<file path="src/sv/anx_pkg.sv">
`timescale 1ns / 1ps
// ----------------------------------------------------------------------------
// anx_pkg
// shared widths, nal type and status codes, and the result and push types
// of the annex b nal unit scanner
// ----------------------------------------------------------------------------
package anx_pkg;

    localparam int OFFSET_BITS  = 32;
    localparam int LEN_BITS     = 16;
    localparam int COUNT_BITS   = 32;
    localparam int TYPE_BITS    = 5;
    localparam int PROFILE_BITS = 24;
    localparam int STATUS_BITS  = 2;
    localparam int MATCH_BITS   = 3;
    localparam int CAP_BITS     = 2;

    // start code 00 00 00 01 is four bytes long
    localparam logic [MATCH_BITS-1:0] SC_LEN = 3'd4;
    localparam logic [CAP_BITS-1:0]   SPS_CAPTURE_BYTES = 2'd3;

    localparam logic [TYPE_BITS-1:0] NAL_IDR = 5'd5;
    localparam logic [TYPE_BITS-1:0] NAL_SPS = 5'd7;
    localparam logic [TYPE_BITS-1:0] NAL_PPS = 5'd8;

    localparam logic [STATUS_BITS-1:0] ST_OK      = 2'd0;
    localparam logic [STATUS_BITS-1:0] ST_DUP_SPS = 2'd1;
    localparam logic [STATUS_BITS-1:0] ST_DUP_PPS = 2'd2;
    localparam logic [STATUS_BITS-1:0] ST_MISSING = 2'd3;

    // result queue
    localparam int QUEUE_DEPTH = 3;
    localparam int QCNT_BITS   = $clog2(QUEUE_DEPTH + 1);

    typedef struct packed {
        logic [OFFSET_BITS-1:0]  nal_offset;
        logic [OFFSET_BITS-1:0]  nal_size;
        logic [TYPE_BITS-1:0]    nal_kind;
        logic [COUNT_BITS-1:0]   sample_index;
        logic [STATUS_BITS-1:0]  status;
        logic [COUNT_BITS-1:0]   picture_count;
        logic [COUNT_BITS-1:0]   sync_count;
        logic [LEN_BITS-1:0]     sps_size;
        logic [LEN_BITS-1:0]     pps_size;
        logic [PROFILE_BITS-1:0] profile_level;
        logic                    record_valid;
        logic                    last;
    } anx_result_t;

    // up to two results come out of one item
    typedef struct packed {
        logic [1:0]  count;
        anx_result_t first;
        anx_result_t second;
    } anx_push_t;

    function automatic logic [LEN_BITS-1:0] sat_len(input logic [OFFSET_BITS-1:0] size);
        logic [LEN_BITS-1:0] r;
        if (size > OFFSET_BITS'({LEN_BITS{1'b1}}))
        begin
            r = {LEN_BITS{1'b1}};
        end
        else
        begin
            r = size[LEN_BITS-1:0];
        end
        return r;
    endfunction

endpackage

</file>
<file path="src/sv/anx_scan_core.sv">
`timescale 1ns / 1ps
// ----------------------------------------------------------------------------
// anx_scan_core
// start code matcher, nal unit bookkeeping and parameter set capture;
// one item is processed per accepted byte
// ----------------------------------------------------------------------------
module anx_scan_core
    import anx_pkg::*;
(
    input  logic       clk,
    input  logic       rst_n,
    input  logic       accept,
    input  logic [7:0] data_byte,
    input  logic       end_of_stream,
    output anx_push_t  push
);

    logic [MATCH_BITS-1:0]   match_reg, match_next;
    logic [OFFSET_BITS-1:0]  pos_reg, pos_next;
    logic [OFFSET_BITS-1:0]  open_off_reg, open_off_next;
    logic [TYPE_BITS-1:0]    open_type_reg, open_type_next;
    logic [COUNT_BITS-1:0]   open_sidx_reg, open_sidx_next;
    logic                    open_reg, open_next;
    logic [COUNT_BITS-1:0]   pic_reg, pic_next;
    logic [COUNT_BITS-1:0]   sync_reg, sync_next;
    logic [LEN_BITS-1:0]     sps_len_reg, sps_len_next;
    logic [LEN_BITS-1:0]     pps_len_reg, pps_len_next;
    logic [PROFILE_BITS-1:0] profile_reg, profile_next;
    logic [STATUS_BITS-1:0]  err_reg, err_next;
    logic [CAP_BITS-1:0]     cap_reg, cap_next;
    anx_push_t               push_int;

    always_comb
    begin : step
        logic [TYPE_BITS-1:0]   t;
        logic [OFFSET_BITS-1:0] off;
        logic [OFFSET_BITS-1:0] size;
        anx_result_t            r0;
        anx_result_t            r1;
        anx_result_t            rec;
        logic [1:0]             n;

        match_next     = match_reg;
        pos_next       = pos_reg;
        open_off_next  = open_off_reg;
        open_type_next = open_type_reg;
        open_sidx_next = open_sidx_reg;
        open_next      = open_reg;
        pic_next       = pic_reg;
        sync_next      = sync_reg;
        sps_len_next   = sps_len_reg;
        pps_len_next   = pps_len_reg;
        profile_next   = profile_reg;
        err_next       = err_reg;
        cap_next       = cap_reg;
        t    = data_byte[TYPE_BITS-1:0];
        off  = pos_reg - OFFSET_BITS'(SC_LEN);
        size = '0;
        r0   = '0;
        r1   = '0;
        rec  = '0;
        n    = 2'd0;

        if (err_reg == ST_OK)
        begin
            // sps bytes 1..3, most significant first
            case (cap_reg)
                2'd3:    profile_next[23:16] = data_byte;
                2'd2:    profile_next[15:8]  = data_byte;
                2'd1:    profile_next[7:0]   = data_byte;
                default: ;
            endcase
            if (cap_reg != '0)
            begin
                cap_next = cap_reg - 2'd1;
            end

            if (match_reg >= SC_LEN)
            begin
                // header byte: never starts a new match
                match_next = '0;
                if (open_reg)
                begin
                    size = off - open_off_reg - OFFSET_BITS'(SC_LEN);
                    if (open_type_reg == NAL_SPS)
                    begin
                        sps_len_next = sat_len(size);
                    end
                    else if (open_type_reg == NAL_PPS)
                    begin
                        pps_len_next = sat_len(size);
                    end
                    r0.nal_offset   = open_off_reg;
                    r0.nal_size     = size;
                    r0.nal_kind     = open_type_reg;
                    r0.sample_index = open_sidx_reg;
                    r0.record_valid = 1'b1;
                    n               = 2'd1;
                    open_next       = 1'b0;
                end
                if (t == NAL_SPS && sps_len_next != '0)
                begin
                    err_next = ST_DUP_SPS;
                end
                else if (t == NAL_PPS && pps_len_next != '0)
                begin
                    err_next = ST_DUP_PPS;
                end
                else
                begin
                    open_next      = 1'b1;
                    open_off_next  = off;
                    open_type_next = t;
                    if (t == NAL_SPS || t == NAL_PPS)
                    begin
                        open_sidx_next = '0;
                        if (t == NAL_SPS)
                        begin
                            profile_next = '0;
                            cap_next     = SPS_CAPTURE_BYTES;
                        end
                    end
                    else
                    begin
                        open_sidx_next = pic_reg;
                        pic_next       = pic_reg + 1'b1;
                        if (t == NAL_IDR)
                        begin
                            sync_next = sync_reg + 1'b1;
                        end
                    end
                end
            end
            else if (match_reg == SC_LEN - 3'd1)
            begin
                // long zero runs hold the match
                if (data_byte == 8'd1)
                begin
                    match_next = SC_LEN;
                end
                else if (data_byte != 8'd0)
                begin
                    match_next = '0;
                end
            end
            else
            begin
                match_next = (data_byte == 8'd0) ? match_reg + 3'd1 : '0;
            end
            pos_next = pos_reg + 1'b1;
        end

        if (end_of_stream)
        begin
            if (open_next)
            begin
                size = pos_next - open_off_next - OFFSET_BITS'(SC_LEN);
                if (open_type_next == NAL_SPS)
                begin
                    sps_len_next = sat_len(size);
                end
                else if (open_type_next == NAL_PPS)
                begin
                    pps_len_next = sat_len(size);
                end
                rec.nal_offset   = open_off_next;
                rec.nal_size     = size;
                rec.nal_kind     = open_type_next;
                rec.sample_index = open_sidx_next;
                rec.record_valid = 1'b1;
                open_next        = 1'b0;
            end
            if (n == 2'd0)
            begin
                r0 = rec;
            end
            else
            begin
                r1 = rec;
            end
            n = n + 2'd1;
            if (err_next == ST_OK && (sps_len_next == '0 || pps_len_next == '0))
            begin
                err_next = ST_MISSING;
            end
        end

        // summary snapshot after the whole item
        r0.status        = err_next;
        r0.picture_count = pic_next;
        r0.sync_count    = sync_next;
        r0.sps_size      = sps_len_next;
        r0.pps_size      = pps_len_next;
        r0.profile_level = profile_next;
        r0.last          = end_of_stream && (n == 2'd1);
        r1.status        = err_next;
        r1.picture_count = pic_next;
        r1.sync_count    = sync_next;
        r1.sps_size      = sps_len_next;
        r1.pps_size      = pps_len_next;
        r1.profile_level = profile_next;
        r1.last          = end_of_stream;

        push_int.count  = accept ? n : 2'd0;
        push_int.first  = r0;
        push_int.second = r1;

        // fresh stream after the final byte
        if (end_of_stream)
        begin
            match_next     = '0;
            pos_next       = '0;
            open_off_next  = '0;
            open_type_next = '0;
            open_sidx_next = '0;
            open_next      = 1'b0;
            pic_next       = '0;
            sync_next      = '0;
            sps_len_next   = '0;
            pps_len_next   = '0;
            profile_next   = '0;
            err_next       = ST_OK;
            cap_next       = '0;
        end
    end

    assign push = push_int;

    always_ff @(posedge clk or negedge rst_n)
    begin
        if (!rst_n)
        begin
            match_reg     <= '0;
            pos_reg       <= '0;
            open_off_reg  <= '0;
            open_type_reg <= '0;
            open_sidx_reg <= '0;
            open_reg      <= 1'b0;
            pic_reg       <= '0;
            sync_reg      <= '0;
            sps_len_reg   <= '0;
            pps_len_reg   <= '0;
            profile_reg   <= '0;
            err_reg       <= ST_OK;
            cap_reg       <= '0;
        end
        else if (accept)
        begin
            match_reg     <= match_next;
            pos_reg       <= pos_next;
            open_off_reg  <= open_off_next;
            open_type_reg <= open_type_next;
            open_sidx_reg <= open_sidx_next;
            open_reg      <= open_next;
            pic_reg       <= pic_next;
            sync_reg      <= sync_next;
            sps_len_reg   <= sps_len_next;
            pps_len_reg   <= pps_len_next;
            profile_reg   <= profile_next;
            err_reg       <= err_next;
            cap_reg       <= cap_next;
        end
    end

    // two results only from the final byte of a stream
    a_two_only_at_end: assert property (@(posedge clk) disable iff (!rst_n)
        push_int.count == 2'd2 |-> end_of_stream)
        else $error("two results from an item that does not end the stream");

    a_end_clears: assert property (@(posedge clk) disable iff (!rst_n)
        accept && end_of_stream |=> pos_reg == '0 && !open_reg && err_reg == ST_OK)
        else $error("state not cleared after end of stream");

    a_error_closed: assert property (@(posedge clk) disable iff (!rst_n)
        err_reg != ST_OK |-> !open_reg)
        else $error("unit left open after an error");

    a_match_range: assert property (@(posedge clk) disable iff (!rst_n)
        match_reg <= SC_LEN)
        else $error("start code match index out of range");

endmodule

</file>
<file path="src/sv/anx_result_queue.sv">
`timescale 1ns / 1ps
// ----------------------------------------------------------------------------
// anx_result_queue
// short shifting queue of result items; takes up to two per cycle and
// hands out the head item from a register
// ----------------------------------------------------------------------------
module anx_result_queue
    import anx_pkg::*;
(
    input  logic        clk,
    input  logic        rst_n,
    input  anx_push_t   push,
    output logic        room,
    output logic        out_valid,
    input  logic        out_ready,
    output anx_result_t out_item
);

    anx_result_t           q_reg  [QUEUE_DEPTH];
    anx_result_t           q_next [QUEUE_DEPTH];
    logic [QCNT_BITS-1:0]  count_reg, count_next;
    logic [QCNT_BITS-1:0]  base;
    logic                  pop;

    assign pop       = out_valid && out_ready;
    assign out_valid = (count_reg != '0);
    assign out_item  = q_reg[0];
    // space for the worst case of two results from the next item
    assign room      = (count_reg <= QCNT_BITS'(QUEUE_DEPTH - 2));

    always_comb
    begin
        base       = count_reg - QCNT_BITS'(pop);
        count_next = base + QCNT_BITS'(push.count);
        for (int i = 0; i < QUEUE_DEPTH; i++)
        begin
            if (pop && i < QUEUE_DEPTH - 1)
            begin
                q_next[i] = q_reg[i + 1];
            end
            else
            begin
                q_next[i] = q_reg[i];
            end
            if (push.count != 2'd0 && QCNT_BITS'(i) == base)
            begin
                q_next[i] = push.first;
            end
            if (push.count == 2'd2 && QCNT_BITS'(i) == base + 1'b1)
            begin
                q_next[i] = push.second;
            end
        end
    end

    always_ff @(posedge clk)
    begin
        for (int i = 0; i < QUEUE_DEPTH; i++)
        begin
            q_reg[i] <= q_next[i];
        end
    end

    always_ff @(posedge clk or negedge rst_n)
    begin
        if (!rst_n)
        begin
            count_reg <= '0;
        end
        else
        begin
            count_reg <= count_next;
        end
    end

    a_no_overflow: assert property (@(posedge clk) disable iff (!rst_n)
        count_reg <= QCNT_BITS'(QUEUE_DEPTH))
        else $error("result queue overflow");

    a_push_with_room: assert property (@(posedge clk) disable iff (!rst_n)
        push.count != 2'd0 |-> count_reg <= QCNT_BITS'(QUEUE_DEPTH - 2))
        else $error("results pushed without room");

endmodule

</file>
<file path="src/sv/annexb_nal_unit_scanner.sv">
`timescale 1ns / 1ps
// ----------------------------------------------------------------------------
// annexb_nal_unit_scanner
// finds 00 00 00 01 start codes in an annex b byte stream and emits one
// record per finished nal unit with a running stream summary
// ----------------------------------------------------------------------------
//  channel   dir  payload                                   accepted when
//  s_axis    in   tdata[7:0] byte, tlast end of stream      s_tvalid & s_tready
//  m_axis    out  tdata record + summary, tuser record_valid,
//                 tlast final result of stream              m_tvalid & m_tready
//
// one byte is accepted per cycle; the state update is a single pass of
// compare and counter logic between the state registers and the result queue.
// a byte yields zero, one or two result items; the queue holds three, so
// input stalls only while more than one result waits on the output side.
// results go into the queue register and reach m_axis behind earlier ones.
// rst_n clears all stream state at once; no clearing pass is needed.
// ----------------------------------------------------------------------------
module annexb_nal_unit_scanner
    import anx_pkg::*;
(
    input  logic         clk,
    input  logic         rst_n,
    input  logic         s_tvalid,
    output logic         s_tready,
    input  logic [7:0]   s_tdata,   // data_byte[7:0]
    input  logic         s_tlast,   // end_of_stream
    output logic         m_tvalid,
    input  logic         m_tready,
    // nal_offset[31:0], nal_size[63:32], nal_kind[68:64], sample_index[100:69],
    // status[102:101], picture_count[134:103], sync_count[166:135],
    // sps_size[182:167], pps_size[198:183], profile_level[222:199], zero pad
    output logic [223:0] m_tdata,
    output logic         m_tuser,   // record_valid
    output logic         m_tlast    // last
);

    anx_push_t   push;
    anx_result_t head;
    logic        room;
    logic        accept;

    assign s_tready = room;
    assign accept   = s_tvalid && room;

    anx_scan_core u_core (
        .clk           (clk),
        .rst_n         (rst_n),
        .accept        (accept),
        .data_byte     (s_tdata),
        .end_of_stream (s_tlast),
        .push          (push)
    );

    anx_result_queue u_queue (
        .clk       (clk),
        .rst_n     (rst_n),
        .push      (push),
        .room      (room),
        .out_valid (m_tvalid),
        .out_ready (m_tready),
        .out_item  (head)
    );

    assign m_tdata = {1'b0, head.profile_level, head.pps_size, head.sps_size,
                      head.sync_count, head.picture_count, head.status,
                      head.sample_index, head.nal_kind, head.nal_size, head.nal_offset};
    assign m_tuser = head.record_valid;
    assign m_tlast = head.last;

endmodule

</file>
<file path="config.mk">
export PLATFORM = sky130hd
export DESIGN_NAME = annexb_nal_unit_scanner
export DESIGN_NICKNAME = d
export VERILOG_FILES = /design/src/sv/anx_pkg.sv /design/src/sv/anx_scan_core.sv /design/src/sv/anx_result_queue.sv /design/src/sv/annexb_nal_unit_scanner.sv
export SDC_FILE = /design/constraint.sdc
export NUM_CORES = 2
export LEC_CHECK = 0
export ABC_AREA = 1
export ABC_CLOCK_PERIOD_IN_PS = 25700
export BUFFER_PORTS_ARGS = -buffer_cell sky130_fd_sc_hd__buf_2
export CAP_MARGIN = 20
export CORE_MARGIN = 4
export CORE_UTILIZATION = 45
export CTS_CLUSTER_SIZE = 16
export DETAILED_ROUTE_END_ITERATION = 12
export PLACE_DENSITY = 0.7
export REMOVE_ABC_BUFFERS = 1
export SETUP_SLACK_MARGIN = 0.02
export SLEW_MARGIN = 0
export SYNTH_ARGS = -nofsm -noshare
export SYNTH_HDL_FRONTEND = slang
export SYNTH_HIERARCHICAL = 1
export SYNTH_SLANG_ARGS = --single-unit
</file>
<file path="constraint.sdc">
create_clock -name clk -period 25.7 [get_ports clk]
set_input_delay 3.855 -clock clk [delete_from_list [all_inputs] [get_ports clk]]
set_output_delay 3.855 -clock clk [all_outputs]
set_load 0.02 [all_outputs]
</file>
== Word-level counts from Yosys, hierarchy flattened ==
Memories as Yosys holds them, arrays and structs flattened.
Cells that the tools add are included.

* Bits in read-only memories: 0
* Memories kept: 1
* Bits in writable memories: 675
* Input port bits: 13
* Bits in registers: 231
* Logic and storage cells: 202
* Latch bits: 0

{| class="wikitable"
|+ Memories
! memory !! depth !! bits a word !! read ports !! clocked after memory_dff !! wr ports !! line !! text
|-
| u_queue.q_reg || 3 || 225 || 3 || 0 || 3 || anx_result_queue.sv:19 || <nowiki>anx_result_t q_reg [QUEUE_DEPTH];</nowiki>
|}

* $add $sub $neg: 14
* Divide/modulo/power cells: 0
* Muxes and demuxes: 119
* $lt $le $gt $ge: 4
* Multiply operators: 0
* Reduce and logical (&&, ||, !) cells: 31
* Equal/unequal tests: 19
* Bitwise logic cells: 0
* Shift operators: 0

{| class="wikitable"
|+ Operators by type and width
! kind !! count
|-
| $mux 225 || 12
|-
| $mux 32 || 26
|-
| $mux 16 || 26
|-
| $mux 101 || 4
|-
| $mux 24 || 7
|-
| $add 32x1->32 const B || 3
|-
| $sub 32x3->32 const B || 3
|-
| $gt 32x16->1 const B || 2
|-
| $sub 32x32->32 || 2
|-
| $mux 2 || 19
|-
| $logic_not 16->1 || 2
|-
| $reduce_bool 16->1 || 2
|-
| $mux 5 || 5
|-
| $mux 8 || 3
|-
| $mux 3 || 7
|-
| $eq 5x3->1 const B || 4
|-
| $eq 5x4->1 const B || 3
|-
| $logic_and 1x1->1 || 12
|-
| $logic_not 2->1 || 5
|-
| $mux 1 || 10
|-
| $eq 8x1->1 const B || 1
|-
| $logic_not 8->1 || 1
|-
| $reduce_bool 2->1 || 4
|-
| $reduce_bool 8->1 || 1
|-
| 16 further kinds || 23
|}

== Depth between registers and ports, before layout ==
* Word-level depth: 31
* Mapped depth: 77
* Gate-level depth less buffers: 72

== By module ==
The synthesis kept the hierarchy.

{| class="wikitable"
|+ Modules (own cells, without submodules)
! module !! area each (µm²) !! sequential area each (µm²) !! instances !! cells an instance
|-
| anx_result_queue || 36671.4 || 20319.5 || 1 || 4180
|-
| anx_scan_core || 22332.7 || 5730.5 || 1 || 3430
|-
| annexb_nal_unit_scanner || 18.8 || 0.0 || 1 || 4
|}

== Worst setup path after synthesis ==
Ideal clock, no wire load.

* Path kind: input to register
* Start: input port s_tvalid
* End: memory u_queue/q_reg[0][0] (netlist bit) (enable)
* Stages: 14
* Path slack: 12983 ps
* Library setup time: 2316 ps
* Arrival time: 10401 ps
* Required time: 23384 ps
* Cells stage by stage: nand2_1 > inv_1 > inv_1 > clkbuf_1 > buf_6 > nor2_1 > inv_1 > nand2_1 > nor2_1 > buf_4 > nand2_2 > buf_4 > buf_2 > nand3_1

{| class="wikitable"
|+ RTL lines
! what !! line !! text
|-
| from (decl) || annexb_nal_unit_scanner.sv:24 || <nowiki>input logic s_tvalid,</nowiki>
|-
| to (decl) || anx_result_queue.sv:19 ||
|}

==> qor_table.md <==
| Parameter | Value | Unit |
|---|---|---|
| Run status | finished, final reports clean | - |
| Register clock-pin slew on the reported worst setup and hold paths | 0.06 | ns |
| Aggregate global-route resource usage | 0.259 | - |
| Setup crit start kind | flop | - |
| Number of buffers inserted by port buffering | 239 | - |
| Number of register bits inferred by synthesis | 906 | - |
| Wire length of the first global-routing pass | 281000 | um |
| Number of global-route vias before repair | 48600 | - |
| Worst min path class | flop to flop | - |
| Core area | 130000 | um^2 |
| Largest register FFs | 675 | - |
| Core Rows | 132 | - |
| Post-detailed-route DRC marker count | 0 | - |
| Remaining global-route overflow | 0 | - |
| Cell Count, Final, Fillers Out | 9031 | - |
| CTS Hold Bufs | 0 | - |
| Top_reg_cell synth | sky130_fd_sc_hd__edfxtp_1 | - |
| Standby leakage power | 27.5 | nW |
| Die height | 370 | um |
| Number of pins exceeding their max-slew limit in the final report | 0 | - |
| CTS buffer count | 100 | - |
| Unrepaired setup endpoints after global routing | no | - |
| Postcts setup bufs | 0 | - |
| Number of distinct library cells after synthesis | 60 | - |
| Number of antenna violations at the first check in global routing | 6 | - |
| Routed wire length | 182000 | um |
| Maximum fanout along the worst path | 59 | - |
| Final-stage net count | 7351 | - |
| Worst slew slack as a fraction of its limit | 0.265 | - |
| Final routed wire length divided by cell count | 20.2 | um |
| Arrival time at the worst endpoint | 14.16 | ns |
| Final ANT Viol Nets | 0 | - |
| Fraction of final layout cells sized beyond drive strength 1 | 0.0774 | - |
| Mapped cell area | 59000 | um^2 |
| Post-route standard cell area excluding fillers | 61700 | um^2 |
| Routed vias/inst | 5.65 | - |
| Synth warn | 6 | - |
| Clock root buffer master | sky130_fd_sc_hd__clkbuf_16 | - |
| Number of max-cap violations | 0 | - |
| Total instance count after detailed placement | 8840 | - |
| TritonCTS clock tree | built | - |
| Cell area after placement | 58300 | um^2 |
| Ports | 241 | - |
| Cell type of the slowest stage on the worst timing path | sky130_fd_sc_hd__nor4_1 | - |
| IR Drop Worst-Case VDD | 0.0000695 | V |
| Width of the die | 370 | um |
| Worst Setup End Kind | flop | - |
| TNS Setup | 0 | ns |
| Total power divided by cell area | 109 | nW/um^2 |
| FMAX | 0.0737 | GHz |
| Synthesis-to-finish area growth | 4.59 | % |
| Total number of clock tree sinks | 906 | - |
| Minimum period implied by the final worst setup slack | 13.57 | ns |
| Count of cells resized by post-cts repair | 0 | - |
| Final setup vio count | 0 | - |
| Clock Latency Late Sink | 0.75 | ns |
| Most used cell, CP | sky130_fd_sc_hd__nand2_1 | - |
| Final hold slack | 0.506 | ns |
| Sequential fraction of the synthesis area | 0.441 | - |
| Placer's final routability congestion estimate | 0.958 | - |
| Total number of vias | 51000 | - |
| Slew at the pin with the worst max-slew slack | 1.10 | ns |
| Starting utilization of the core area | 0.454 | - |
| Post-synthesis average cell area | 7.75 | um^2 |
| Critical path data required time | 26.30 | ns |
| Number of detailed-route iterations in the first pass | 9 | - |
| Worst clock skew on the final layout | 0.0459 | ns |
| Post-DP HPWL | 112000 | um |
| EDFF count, synth | 675 | - |
| Count of mapped cells out of synthesis | 7614 | - |
| Longest individual stage delay on the worst path | 0.83 | ns |
| Clock Path Buffers | 3 | - |
| Final period utilization | 0.528 | - |
| H-tree depth reported by CTS | 3 | - |
| Violation count after the first detailed-route iteration | 5706 | - |
| Crit Path Category | flop to flop | - |
| Hold Vio Cnt, Final | 0 | - |
| Die Outline Area | 137000 | um^2 |
| Largest net degree at the start of global routing | 212 | - |
| Async set or reset register ratio after synthesis | 0.255 | - |
-- metrics by stage --
stage / total power, mW / util / worst slack [ns]
after CTS: 6.72 / 0.475 / 12.31
after floorplan: 4.14 / - / -3.41
after global placement: 5.19 / 0.449 / 12.58
final: 6.73 / 0.475 / 12.13
after detailed placement: 5.20 / 0.449 / 12.40
after global routing: 7.12 / 0.475 / 10.77
-- cell type report --
cell class	count	area [um^2]
sequential	906	26100
tap	1742	2180
clock buffer	142	2810
inverter	1058	3980
multi-input combinational	4837	24400
antenna	2	5.00
timing repair buffer	298	1770
fill	12600	68200
clock inverter	46	547
-- report_power, final --
part | switching [mW] | leakage [nW] | total (mW) | internal, mW
clock | 0.634 | 1.64 | 1.50 | 0.864
combinational | 2.34 | 16.2 | 3.15 | 0.803
sequential | 0.116 | 9.65 | 2.09 | 1.97
total | 3.09 | 27.5 | 6.73 | 3.64
-- metal layers --
layer | vias up | part of all wire | global-route usage
met1 | 24100 | 0.42 | 0.350
met2 | 2408 | 0.46 | 0.412
li1 | 24100 | - | -
met3 | 340 | 0.088 | 0.0438
met4 | 6 | 0.036 | 0.105
met5 | - | 0.00015 | 0
-- layout by cell type, fill, tap and decap left out, types with 12 or more instances in the layout --
cell type	netlist	routed
sky130_fd_sc_hd__xor2_1	130	130
sky130_fd_sc_hd__xnor2_1	16	16
sky130_fd_sc_hd__nor2_2	13	15
sky130_fd_sc_hd__nand2_2	23	18
sky130_fd_sc_hd__or2_2	22	22
sky130_fd_sc_hd__dfrtp_1	231	231
sky130_fd_sc_hd__inv_2	19	18
sky130_fd_sc_hd__nand4_1	63	63
sky130_fd_sc_hd__o22ai_1	218	218
sky130_fd_sc_hd__o21ai_0	192	192
sky130_fd_sc_hd__nor2_4	8	12
sky130_fd_sc_hd__inv_1	1034	1032
sky130_fd_sc_hd__clkbuf_1	172	29
sky130_fd_sc_hd__ha_1	135	135
sky130_fd_sc_hd__buf_2	228	238
sky130_fd_sc_hd__clkbuf_16	0	102
sky130_fd_sc_hd__nand3_1	1463	1460
sky130_fd_sc_hd__nor3_1	48	48
sky130_fd_sc_hd__edfxtp_1	675	675
sky130_fd_sc_hd__a21oi_1	334	334
sky130_fd_sc_hd__clkinv_2	0	15
sky130_fd_sc_hd__a22oi_1	32	32
sky130_fd_sc_hd__buf_4	369	50
sky130_fd_sc_hd__nand2_1	1475	1471
sky130_fd_sc_hd__clkinv_1	5	19
sky130_fd_sc_hd__nor4_1	32	32
sky130_fd_sc_hd__nor2_1	536	530
-- cell usage after synthesis, drive strengths merged, types with 9 or more instances --
cell	number	area share
a21oi	334	0.028
a22o	9	0.0013
a22oi	32	0.0041
buf	640	0.070
clkbuf	173	0.011
dfrtp	231	0.098
edfxtp	675	0.34
ha	135	0.029
inv	1053	0.067
nand2	1500	0.097
nand3	1469	0.13
nand4	65	0.0071
nor2	558	0.037
nor3	51	0.0046
nor4	32	0.0034
o2111ai	10	0.0015
o211ai	10	0.0013
o21ai	204	0.018
o22ai	218	0.023
or2	23	0.0024
xnor2	16	0.0024
xor2	131	0.020
-- critical path: cells and delay by family, from the launching register on --
kind            cells  cell delay, ns
simple gates       48            8.20
fa+ha+maj           5            1.60
compound gates      6            1.58
buf+inv             8            1.12
flops               1            0.46
xor+xnor            2            0.46
-- kinds of logic (layout without fill, tap and decap cells) --
logic type,Yosys count,after routing,synth area share
flops,906,906,0.441
other cells,1,3,0.0000635
mux,1,1,0.000170
buf+inv,1871,1544,0.148
simple gates,3710,3710,0.278
fa+ha+maj,137,137,0.0293
compound gates,841,841,0.0804
xor+xnor,147,147,0.0219
-- path summary, 6_finish.rpt --
| path | startpoint | slack [ns] | end | depth (start not counted) |
|---|---|---|---|---|
| worst min register to register | u_core/sync_reg[31]$_DFFE_PN0P_ | 0.51 | u_core/sync_reg[31]$_DFFE_PN0P_ | 2 |
| worst max-delay path | u_core/pos_reg[2]$_DFFE_PN0P_ | 12.13 | u_queue/q_reg[0][348]$_DFFE_PP_ | 69 |
| worst min-delay path | u_core/sync_reg[31]$_DFFE_PN0P_ | 0.51 | u_core/sync_reg[31]$_DFFE_PN0P_ | 2 |
| max in group asynchronous | rst_n | 21.08 | u_core/pos_reg[26]$_DFFE_PN0P_ | 2 |
| worst max register to register | u_core/pos_reg[2]$_DFFE_PN0P_ | 12.13 | u_queue/q_reg[0][348]$_DFFE_PP_ | 69 |
| min in group asynchronous | rst_n | 3.18 | u_core/open_sidx_reg[8]$_DFFE_PN0P_ | 1 |
No activity file was read; power rests on OpenSTA's default activity.
